[config.mk]
export PLATFORM = sky130hd
export DESIGN_NAME = lc3_ctrl
export DESIGN_NICKNAME = d
export VERILOG_FILES = /design/src/design/lc3_pkg.sv /design/src/design/lc3_ctrl.sv
export SDC_FILE = /design/constraint.sdc
export NUM_CORES = 1
export LEC_CHECK = 0
export BUFFER_PORTS_ARGS = -buffer_cell sky130_fd_sc_hd__buf_2
export CAP_MARGIN = 40
export CORE_AREA = 4 4 57 59
export CTS_BUF_LIST = sky130_fd_sc_hd__clkbuf_4 sky130_fd_sc_hd__clkbuf_8
export DETAILED_ROUTE_END_ITERATION = 10
export DIE_AREA = 0 0 61 63
export PLACE_DENSITY_LB_ADDON = 0.15
export SLEW_MARGIN = 10
export SYNTH_ARGS = -nofsm -noshare
export SYNTH_HDL_FRONTEND = slang
export SYNTH_SLANG_ARGS = --single-unit
[constraint.sdc]
create_clock -name clk -period 2.02 [get_ports clk]
set_clock_uncertainty 0.2 [all_clocks]
set_input_delay 0.404 -clock clk [delete_from_list [all_inputs] [get_ports clk]]
set_output_delay 0.404 -clock clk [all_outputs]
set_load 0.02 [all_outputs]
[src/design/lc3_pkg.sv]
`timescale 1ns / 1ps
`default_nettype none
// ----------------------------------------------------------------------------
// lc3_pkg
// Shared types, constants and helpers for the LC-3 instruction core.
// ----------------------------------------------------------------------------
package lc3_pkg;

    localparam int MEM_WORDS = 65536;          // power of two, 1024..65536
    localparam int MEM_AW    = $clog2(MEM_WORDS);

    localparam logic [15:0] PC_RESET  = 16'h3000;
    localparam logic [15:0] KBSR_ADDR = 16'hFE00;
    localparam logic [15:0] KBDR_ADDR = 16'hFE02;
    localparam logic [15:0] KBSR_READY = 16'h8000;

    localparam logic [2:0] FLAG_P = 3'b001;
    localparam logic [2:0] FLAG_Z = 3'b010;
    localparam logic [2:0] FLAG_N = 3'b100;

    localparam logic [3:0] OP_BR   = 4'h0;
    localparam logic [3:0] OP_ADD  = 4'h1;
    localparam logic [3:0] OP_LD   = 4'h2;
    localparam logic [3:0] OP_ST   = 4'h3;
    localparam logic [3:0] OP_JSR  = 4'h4;
    localparam logic [3:0] OP_AND  = 4'h5;
    localparam logic [3:0] OP_LDR  = 4'h6;
    localparam logic [3:0] OP_STR  = 4'h7;
    localparam logic [3:0] OP_NOT  = 4'h9;
    localparam logic [3:0] OP_LDI  = 4'hA;
    localparam logic [3:0] OP_STI  = 4'hB;
    localparam logic [3:0] OP_JMP  = 4'hC;
    localparam logic [3:0] OP_LEA  = 4'hE;
    localparam logic [3:0] OP_TRAP = 4'hF;

    localparam logic [7:0] VEC_GETC  = 8'h20;
    localparam logic [7:0] VEC_OUT   = 8'h21;
    localparam logic [7:0] VEC_PUTS  = 8'h22;
    localparam logic [7:0] VEC_IN    = 8'h23;
    localparam logic [7:0] VEC_PUTSP = 8'h24;
    localparam logic [7:0] VEC_HALT  = 8'h25;

    localparam logic [1:0] STR_IDLE  = 2'd0;
    localparam logic [1:0] STR_PUTS  = 2'd1;
    localparam logic [1:0] STR_PUTSP = 2'd2;

    typedef enum logic [4:0] {
        S_IDLE, S_DISPATCH, S_LOAD, S_FETCH_RD, S_FETCH_WT, S_EXEC,
        S_MEM1_RD, S_MEM1_WT, S_MEM2_RD, S_MEM2_WT, S_FINISH,
        S_KB_SR, S_KB_DR, S_STR_RD, S_STR_WT, S_RESP
    } state_t;

    typedef enum logic [3:0] {
        ACT_NONE, ACT_ACCEPT, ACT_LOAD, ACT_FETCH_RD, ACT_FETCH_WT, ACT_EXEC,
        ACT_MEM1_RD, ACT_MEM1_WT, ACT_MEM2_RD, ACT_MEM2_WT, ACT_FINISH,
        ACT_KB_SR, ACT_KB_DR, ACT_STR_RD, ACT_STR_WT
    } act_t;

    typedef struct packed {
        act_t act;
    } ctrl_cmd_t;

    typedef struct packed {
        logic mode;        // latched request: 1 = step
        logic stopped;     // halted or faulted
        logic str_busy;    // string output in progress
        logic is_kb;       // last read hit the keyboard status word
        logic key_valid;
        logic is_load;     // LD, LDR, LDI
        logic is_ldi;
        logic is_sti;
        logic is_store;    // ST, STR
        logic is_str_trap; // PUTS, PUTSP
    } dp_status_t;

    function automatic logic [2:0] flags_of(input logic [15:0] v);
        if (v == 16'h0000)
            return FLAG_Z;
        else if (v[15])
            return FLAG_N;
        else
            return FLAG_P;
    endfunction

endpackage
`default_nettype wire

[src/design/lc3_ctrl.sv]
`timescale 1ns / 1ps
`default_nettype none
// ----------------------------------------------------------------------------
// lc3_ctrl
// Sequencer: load, fetch, execute, memory phases, keyboard side writes, string output, response.
// ----------------------------------------------------------------------------
module lc3_ctrl
    import lc3_pkg::*;
(
    input  wire logic       clk,
    input  wire logic       rst_n,
    input  wire logic       in_valid,
    output logic            in_stall,
    output logic            out_valid,
    input  wire logic       out_stall,
    input  wire dp_status_t status,
    output ctrl_cmd_t       cmd
);

    state_t state_reg, state_next;
    state_t ret_reg, ret_next;

    always_ff @(posedge clk or negedge rst_n)
    begin
        if (!rst_n)
        begin
            state_reg <= S_IDLE;
            ret_reg   <= S_IDLE;
        end
        else
        begin
            state_reg <= state_next;
            ret_reg   <= ret_next;
        end
    end

    always_comb
    begin
        state_next = state_reg;
        ret_next   = ret_reg;
        unique case (state_reg)
            S_IDLE:     if (in_valid) state_next = S_DISPATCH;
            S_DISPATCH:
            begin
                if (!status.mode)
                    state_next = S_LOAD;
                else if (status.stopped)
                    state_next = S_RESP;
                else if (status.str_busy)
                    state_next = S_STR_RD;
                else
                    state_next = S_FETCH_RD;
            end
            S_LOAD:     state_next = S_RESP;
            S_FETCH_RD: state_next = S_FETCH_WT;
            S_FETCH_WT:
            begin
                ret_next   = S_EXEC;
                state_next = status.is_kb ? S_KB_SR : S_EXEC;
            end
            S_EXEC:
            begin
                if (status.is_load || status.is_sti)
                    state_next = S_MEM1_RD;
                else if (status.is_store)
                    state_next = S_FINISH;
                else if (status.is_str_trap)
                    state_next = S_STR_RD;
                else
                    state_next = S_RESP;
            end
            S_MEM1_RD:  state_next = S_MEM1_WT;
            S_MEM1_WT:
            begin
                ret_next   = status.is_ldi ? S_MEM2_RD : S_FINISH;
                state_next = status.is_kb ? S_KB_SR : ret_next;
            end
            S_MEM2_RD:  state_next = S_MEM2_WT;
            S_MEM2_WT:
            begin
                ret_next   = S_FINISH;
                state_next = status.is_kb ? S_KB_SR : S_FINISH;
            end
            S_KB_SR:    state_next = status.key_valid ? S_KB_DR : ret_reg;
            S_KB_DR:    state_next = ret_reg;
            S_FINISH:   state_next = S_RESP;
            S_STR_RD:   state_next = S_STR_WT;
            S_STR_WT:   state_next = S_RESP;
            S_RESP:     if (!out_stall) state_next = S_IDLE;
            default:    state_next = S_IDLE;
        endcase
    end

    always_comb
    begin
        in_stall  = (state_reg != S_IDLE);
        out_valid = (state_reg == S_RESP);
        cmd.act   = ACT_NONE;
        unique case (state_reg)
            S_IDLE:     cmd.act = in_valid ? ACT_ACCEPT : ACT_NONE;
            S_LOAD:     cmd.act = ACT_LOAD;
            S_FETCH_RD: cmd.act = ACT_FETCH_RD;
            S_FETCH_WT: cmd.act = ACT_FETCH_WT;
            S_EXEC:     cmd.act = ACT_EXEC;
            S_MEM1_RD:  cmd.act = ACT_MEM1_RD;
            S_MEM1_WT:  cmd.act = ACT_MEM1_WT;
            S_MEM2_RD:  cmd.act = ACT_MEM2_RD;
            S_MEM2_WT:  cmd.act = ACT_MEM2_WT;
            S_FINISH:   cmd.act = ACT_FINISH;
            S_KB_SR:    cmd.act = ACT_KB_SR;
            S_KB_DR:    cmd.act = ACT_KB_DR;
            S_STR_RD:   cmd.act = ACT_STR_RD;
            S_STR_WT:   cmd.act = ACT_STR_WT;
            default:    cmd.act = ACT_NONE;
        endcase
    end

    a_kbdr_after_kbsr: assert property (@(posedge clk) disable iff (!rst_n)
        state_reg == S_KB_DR |-> $past(state_reg) == S_KB_SR)
        else $error("keyboard data write without status write");

    a_exec_after_fetch: assert property (@(posedge clk) disable iff (!rst_n)
        state_reg == S_EXEC |-> $past(state_reg) == S_FETCH_WT
            || $past(state_reg) == S_KB_SR || $past(state_reg) == S_KB_DR)
        else $error("execute entered without a fetch");

    a_resp_holds: assert property (@(posedge clk) disable iff (!rst_n)
        state_reg == S_RESP && out_stall |=> state_reg == S_RESP)
        else $error("response dropped while stalled");

endmodule
`default_nettype wire

==> impl_results.md, run 1 <==
- Outcome: finished clean
- GPL Wtd Cong: 0.8411
- Num ports: 20
- Initial antenna violation count: 0
- Synth top cells by count: nand2_1, nor2_1, dfrtp_1, a21oi_1, o21ai_0
- Fillcell total: 316
- DR pass1 iterations: 4
- Core Box Area: 0.002710 mm²
- Post-route non-filler standard cell count: 148
- Largest net degree at the start of global routing: 20
- Dominant cells by area after synthesis: dfrtp_1, nand2_1, a21oi_1, nor2_1, nor2b_1
- Flop and latch count out of synthesis: 7
- Worst hold path type: input pin to flip-flop
- Diodes inserted: 0
- Leakage: 0.3809 nW
- CTS tree: yes
- Dpl ws: 0.2408 ns
- Min-delay src: in_valid
- Synth area leader: dfrtp_1
- Net Count, Synth: 107
- Worst-Margin Slew: 0.3474 ns
- Synth cell types: 41
- Die Ht: 63 µm
- Vias post-DR: 800
- Cts bufs inserted: 3
- Cells after Synth: 93
- Starting Density: 26.59%
- Slew Viols, Final: 0
- First-pass GRT wire length: 3643 µm
- Unrepaired setup endpoints after global routing: true
- Max-cap violation count: 0
- Routed Antenna Nets: 0
- Crit Path Max Fanout: 7
- Worst R2R End: state_reg[3]$_DFFE_PN0P_
- Worst path top cell family by delay: flip-flops
- # nets final: 132
- Crit path buf inv count: 1
- Iter 0 DRT Violations: 41
- Cells on worst reg2reg path: 5
- VDD IR-drop max: 853.8 µV
- Uppermost layer routed: met3
- Required @ worst endpoint: 1.42 ns
- CP Class: flip-flop to output pin
- Clk slew on worst S/H paths: 0.05 ns
- Met2 wire length: 1115 µm
- Placed cell count: 141
- Setup ws final: 0.08567 ns
- Hold Vio Cnt, Final: 0
- Clk buf depth: 2
- Sw power: 700.4 µW
- Total number of yosys warnings: 0
- Slew HR: 76.79%
- Hold Crit Depth: 3
- Hold Path Sink: state_reg[0]$_DFFE_PN0P_
- Share of cells above drive strength 1: 32.48%
- Slowest-stage cell, CP: dfrtp_1
- GRT overflow: 0
- P_int: 716.3 µW
- Met3 WL: 128 µm
- DIE AREA: 0.003843 mm²
- Sw Share: 49.44%
- Yosys top cell area share: 24.31%
- Via-per-instance ratio: 5.405
- I/O Buffers: 19
- Post-synth EDFFs: 0
- Routed wire length: 2184 µm
- Comb power frac: 69.6%
- RR Startpoint: state_reg[1]$_DFFE_PN0P_
- Root Buffer: clkbuf_4
- Max Clock Freq: 517.0 MHz
- Cells along the critical path: nor2_2 > o21ai_0 > a32o_1 > buf_2
- Row count: 19
- Avg Inst Size Synth: 7.749 µm²
- R2R setup slack: 0.23 ns
- Seq pwr share: 20.3%
- Top-count cell post-synth: nand2_1
- Mapped cell area: 720.7 µm²
- Critical Path Source Type: flip-flop
- Clock power frac: 10.1%
- WL met1: 940 µm
- CTS sink count: 7
- Setup-failing EPs final: 0
- Clk_lat worst skew: 0.25 ns
- Ys async rst share: 100.0%
- Crit path capture type: output pin
- GRT Total Usage: 12.35%
- Post-synthesis sequential area ratio: 24.31%
- Vias in the first global route: 790
- Max reg flops: 4
- Total power: 1.417 mW
- Tcrit/Tclk final: 95.76%
- DP HPWL: 1715 µm
- Min cycle time layout: 1.934 ns
- Primary FF master, synth: dfrtp_1
- H-Tree Depth: 1
- Worst path max stage delay: 0.43 ns
- DR WL/cell: 14.76 µm
- WP data arrival: 1.33 ns
- Die width: 61 µm
- Synth-to-Final Area Change: 26.22%
- DR DRC count: 0
- Power density over cell area: 1557 mW/mm²
- WHS: 0.2893 ns
worst register-to-register path, stage by stage (launching register included):
cell	delay, ns
dfrtp_2	0.45
buf_2	0.17
or3b_1	0.37
a21o_1	0.18
a32o_1	0.27
o21ai_2	0.07
per-layer routing:
| metal | up-vias | global-route usage [%] |
|---|---|---|
| met5 | - | 0 |
| met4 | 0 | 1.626 |
| met1 | 373 | 16.15 |
| met2 | 26 | 20.05 |
| li1 | 401 | - |
| met3 | 0 | 3.926 |
metrics by stage:
stage	util, %	TNS (ns)	instance area, µm²
2_1_floorplan	-	0	720.7
3_3_place_gp	31.35	0	849.6
3_5_place_dp	31.35	0	849.6
4_1_cts	32.87	0	890.9
5_1_grt	33.56	-0.005371	909.6
6_report	33.56	0	909.6
cells in the final DEF, fill, tap and decap left out, types with 2 or more instances in the layout:
master	Yosys	routed
buf_2	4	20
nor2b_1	4	4
nand2b_1	3	3
and2_1	2	2
inv_1	3	3
a211oi_1	2	2
a21o_1	2	2
dfrtp_2	0	2
dfrtp_1	7	5
nor3b_1	3	3
buf_4	0	7
nor2_1	8	6
nand2_1	9	9
o21ai_0	5	5
a31oi_1	2	2
clkbuf_4	0	4
a21boi_0	2	2
nor2_2	0	2
nand3_1	3	3
a21oi_1	6	6
a32o_1	2	2
layout make-up:
| cell class | count | area (µm²) | share of cell area (%) |
|---|---|---|---|
| multi-input combinational | 75 | 489.2 | 53.78 |
| tap | 31 | 38.79 | 4.264 |
| inverter | 3 | 11.26 | 1.238 |
| sequential | 7 | 177.7 | 19.53 |
| timing repair buffer | 28 | 162.7 | 17.88 |
| clock buffer | 4 | 30.03 | 3.301 |
cell families (layout without fill, tap and decap cells):
logic type             Yosys count  in the layout  share of synthesized area [%]
AOI/OAI and AO/OA               36             36                          36.46
muxes                            1              1                          1.389
DFF                              7              7                          24.31
buffers and inverters           11             35                          8.507
and+or+nand+nor                 38             38                          29.34
power by group through the flow:
stage,sequential (mW),clock [mW],combinational (mW)
floorplan,0.235,0,0.753
global placement,0.293,0,0.946
detailed placement,0.295,0,0.940
CTS,0.295,0.146,0.949
global route,0.299,0.157,1.09
finish,0.287,0.143,0.986
timing repair:
action                                 4_1_cts  5_1_grt
hold buffers                                 1        0
resized for setup                            1        3
endpoints found under the hold margin        7        0
setup endpoints to repair                    4        4
setup buffers                                0        2
worst max-delay path by stage:
stage | start | endpoint | slack, ns | cells past startpoint
after floorplan | state_reg[2]$_DFFE_PN0P_ | cmd[2] | 0.08 | 3
after global placement | state_reg[1]$_DFFE_PN0P_ | cmd[3] | 0.26 | 3
after detailed placement | state_reg[1]$_DFFE_PN0P_ | out_valid | 0.24 | 3
after CTS | state_reg[3]$_DFFE_PN0P_ | cmd[0] | 0.02 | 4
after global routing | state_reg[3]$_DFFE_PN0P_ | cmd[0] | -0.005 | 4
final | state_reg[3]$_DFFE_PN0P_ | cmd[0] | 0.09 | 4
(Power assumes the default switching activity.)
==> inputs of run 2 (changes only) <==
- SETUP_SLACK_MARGIN: default -> 0.3
==> run 2 against run 1 <==
- critical endpoint unchanged
- global-route usage increased by 1.1 points
- worst hold slack got worse by 0.0080 ns
- highest routed layer is now met4
- clock power about the same
- non-clock buffer count increased by 12
- largest power group unchanged
- sequential power increased by 11%
- final cell count increased by 8.1%
- sequential cell count unchanged
- combinational power increased by 39%
- count of clock-buffer cells in the layout unchanged
- register-to-register slack got worse by 0.03 ns
==> impl_results.md, run 2 (same netlist as run 1, synthesis figures left out) <==
- Power density over cell area: 1658 mW/mm² (+6.4%)
- GRT overflow: 0 (unchanged)
- Fillcell total: 299 (-5.4%)
- VDD IR-drop max: 950.4 µV (+11%)
- Routed wire length: 2543 µm (+16%)
- Hold Crit Depth: 3 (unchanged)
- Clk_lat worst skew: 0.26 ns (about the same)
- Slowest-stage cell, CP: dfrtp_2
- Share of cells above drive strength 1: 48.84% (+16 points)
- Most frequent cells in the layout: buf_4, buf_2, nand2_1
- Met3 global-route usage: 3.719% (-0.21 points)
- Die width: 61 µm (unchanged)
- Core Box Area: 0.002710 mm² (unchanged)
- GRT Total Usage: 13.50% (+1.1 points)
- DR pass1 iterations: 4 (unchanged)
- Hold Path Sink: state_reg[0]$_DFFE_PN0P_
- Worst path top cell family by delay: flip-flops
- Synth-to-Final Area Change: 53.82%
- Setup_tns: 0 ns (unchanged)
- Num ports: 20 (unchanged)
- Critical Path Source Type: flip-flop
- R2R setup slack: 0.20 ns (-0.03 ns)
- Iter 0 DRT Violations: 17 (-59%)
- Via-per-instance ratio: 5.344 (-1.1%)
- Leakage: 0.4757 nW (+25%)
- Worst R2R End: state_reg[3]$_DFFE_PN0P_
- Layout Utilization: 40.90% (+7.3 points)
- Worst-Margin Slew: 0.2902 ns (-0.05722 ns)
- Slew HR: 80.39% (+3.6 points)
- Cells on worst reg2reg path: 5 (unchanged)
- Hold Vio Cnt, Final: 0 (unchanged)
- Crit Path Max Fanout: 6 (-1)
- Vias in the first global route: 845 (+7.0%)
- WP data arrival: 1.32 ns (about the same)
- Diodes inserted: 0 (unchanged)
- Max Clock Freq: 520.8 MHz (+0.74%)
- Clk buf depth: 2 (unchanged)
- Initial antenna violation count: 0 (unchanged)
- DP HPWL: 1730 µm (+0.86%)
- CTS tree: yes
- Min cycle time layout: 1.920 ns (-0.01416 ns)
- Worst hold path type: input pin to flip-flop
- Unrepaired setup endpoints after global routing: true
- DR WL/cell: 15.89 µm (+7.7%)
- # nets final: 144 (+9.1%)
- Root Buffer: clkbuf_4
- Largest net degree at the start of global routing: 17 (-15%)
- Cells along the critical path: nor2_4 > o21ai_2 > a32o_2 > buf_6
- Vias post-DR: 855 (+6.9%)
- H-Tree Depth: 1 (unchanged)
- CTS sink count: 7 (unchanged)
- Grt met2 use: 20.86% (+0.80 points)
- Crit path buf inv count: 1 (unchanged)
- Crit path capture type: output pin
- DR DRC count: 0 (unchanged)
- Setup-failing EPs final: 0 (unchanged)
- Required @ worst endpoint: 1.42 ns (about the same)
- First-pass GRT wire length: 3953 µm (+8.5%)
- Die Ht: 63 µm (unchanged)
- Routed Antenna Nets: 0 (unchanged)
- Clk slew on worst S/H paths: 0.06 ns (about the same)
- Worst path max stage delay: 0.47 ns (+0.04 ns)
- CP Class: flip-flop to output pin
- Tcrit/Tclk final: 95.06% (-0.70 points)
- I/O Buffers: 19 (unchanged)
- GPL Wtd Cong: 0.8137 (-3.3%)
- Total power: 1.838 mW (+30%)
- Design Area, Final: 0.001109 mm² (+22%)
- Placed instance area: 863.3 µm² (+1.6%)
- RR Startpoint: state_reg[3]$_DFFE_PN0P_
- Starting Density: 26.59% (unchanged)
- Row count: 19 (unchanged)
- Min-delay src: in_valid
- Most common cell after layout, fill and taps aside: buf_4
- Top Usage Layer GRT: met2
- Slew Viols, Final: 0 (unchanged)
- Outcome: finished clean
- DIE AREA: 0.003843 mm² (unchanged)
- Max-cap violation count: 0 (unchanged)
- GR Util met1: 18.18% (+2.0 points)
- Max reg flops: 4 (unchanged)
- Cts bufs inserted: 3 (unchanged)
run 2: area by class of cell:
| cell class | instances | area, µm² | area share, % |
|---|---|---|---|
| Timing Repair Buffer | 40 | 300.3 | 27.09 |
| Multi-Input combinational cell | 75 | 548.0 | 49.44 |
| Inverter | 3 | 11.26 | 1.016 |
| Clock buffer | 4 | 30.03 | 2.709 |
| Tap cell | 31 | 38.79 | 3.499 |
| Sequential cell | 7 | 180.2 | 16.25 |
run 2: repair_timing:
item	4_1_cts	5_1_grt
setup buffers	7	6
pin swaps	2	3
endpoints found under the setup margin	8	8
hold buffers	1	0
endpoints found under the hold margin	7	0
gates resized for setup	19	15
gates cloned	0	0
run 2: worst register-to-register path: cells and delay by family, from the launching register on:
kind                   cells  cell delay, ns
and+or+nand+nor            1            0.36
buffers and inverters      1            0.21
DFF                        1            0.45
AOI/OAI and AO/OA          3            0.52
run 2: worst max path at each step:
| stage | from | end | cells after the start |
|---|---|---|---|
| final | state_reg[2]$_DFFE_PN0P_ | cmd[0] | 4 |
| after CTS | state_reg[3]$_DFFE_PN0P_ | cmd[0] | 6 |
| after detailed placement | state_reg[0]$_DFFE_PN0P_ | out_valid | 3 |
| after floorplan | state_reg[2]$_DFFE_PN0P_ | cmd[2] | 3 |
| after global routing | state_reg[2]$_DFFE_PN0P_ | cmd[0] | 4 |
| after global placement | state_reg[0]$_DFFE_PN0P_ | out_valid | 3 |
run 2: report_power, final:
group	internal (mW)	total [mW]	leakage [nW]	switching, mW
sequential	0.205	0.319	0.0735	0.114
combinational	0.705	1.37	0.384	0.668
clock	0.0891	0.145	0.0184	0.0562
run 2: per-stage QoR:
step | hold slack (ns) | std cells | setup slack [ns]
2_1_floorplan | -0.09159 | 93 | 0.1947
3_3_place_gp | 0.06284 | 142 | 0.2086
3_5_place_dp | 0.05837 | 142 | 0.2381
4_1_cts | 0.2715 | 154 | 0.1013
5_1_grt | 0.2722 | 160 | 0.03566
6_report | 0.2813 | 160 | 0.09983
run 2: metal layers:
| metal | routed length (µm) | vias up |
|---|---|---|
| met2 | 1343 | 19 |
| met1 | 1101 | 410 |
| li1 | - | 424 |
| met4 | 17 | 0 |
| met5 | 0 | - |
| met3 | 81 | 2 |
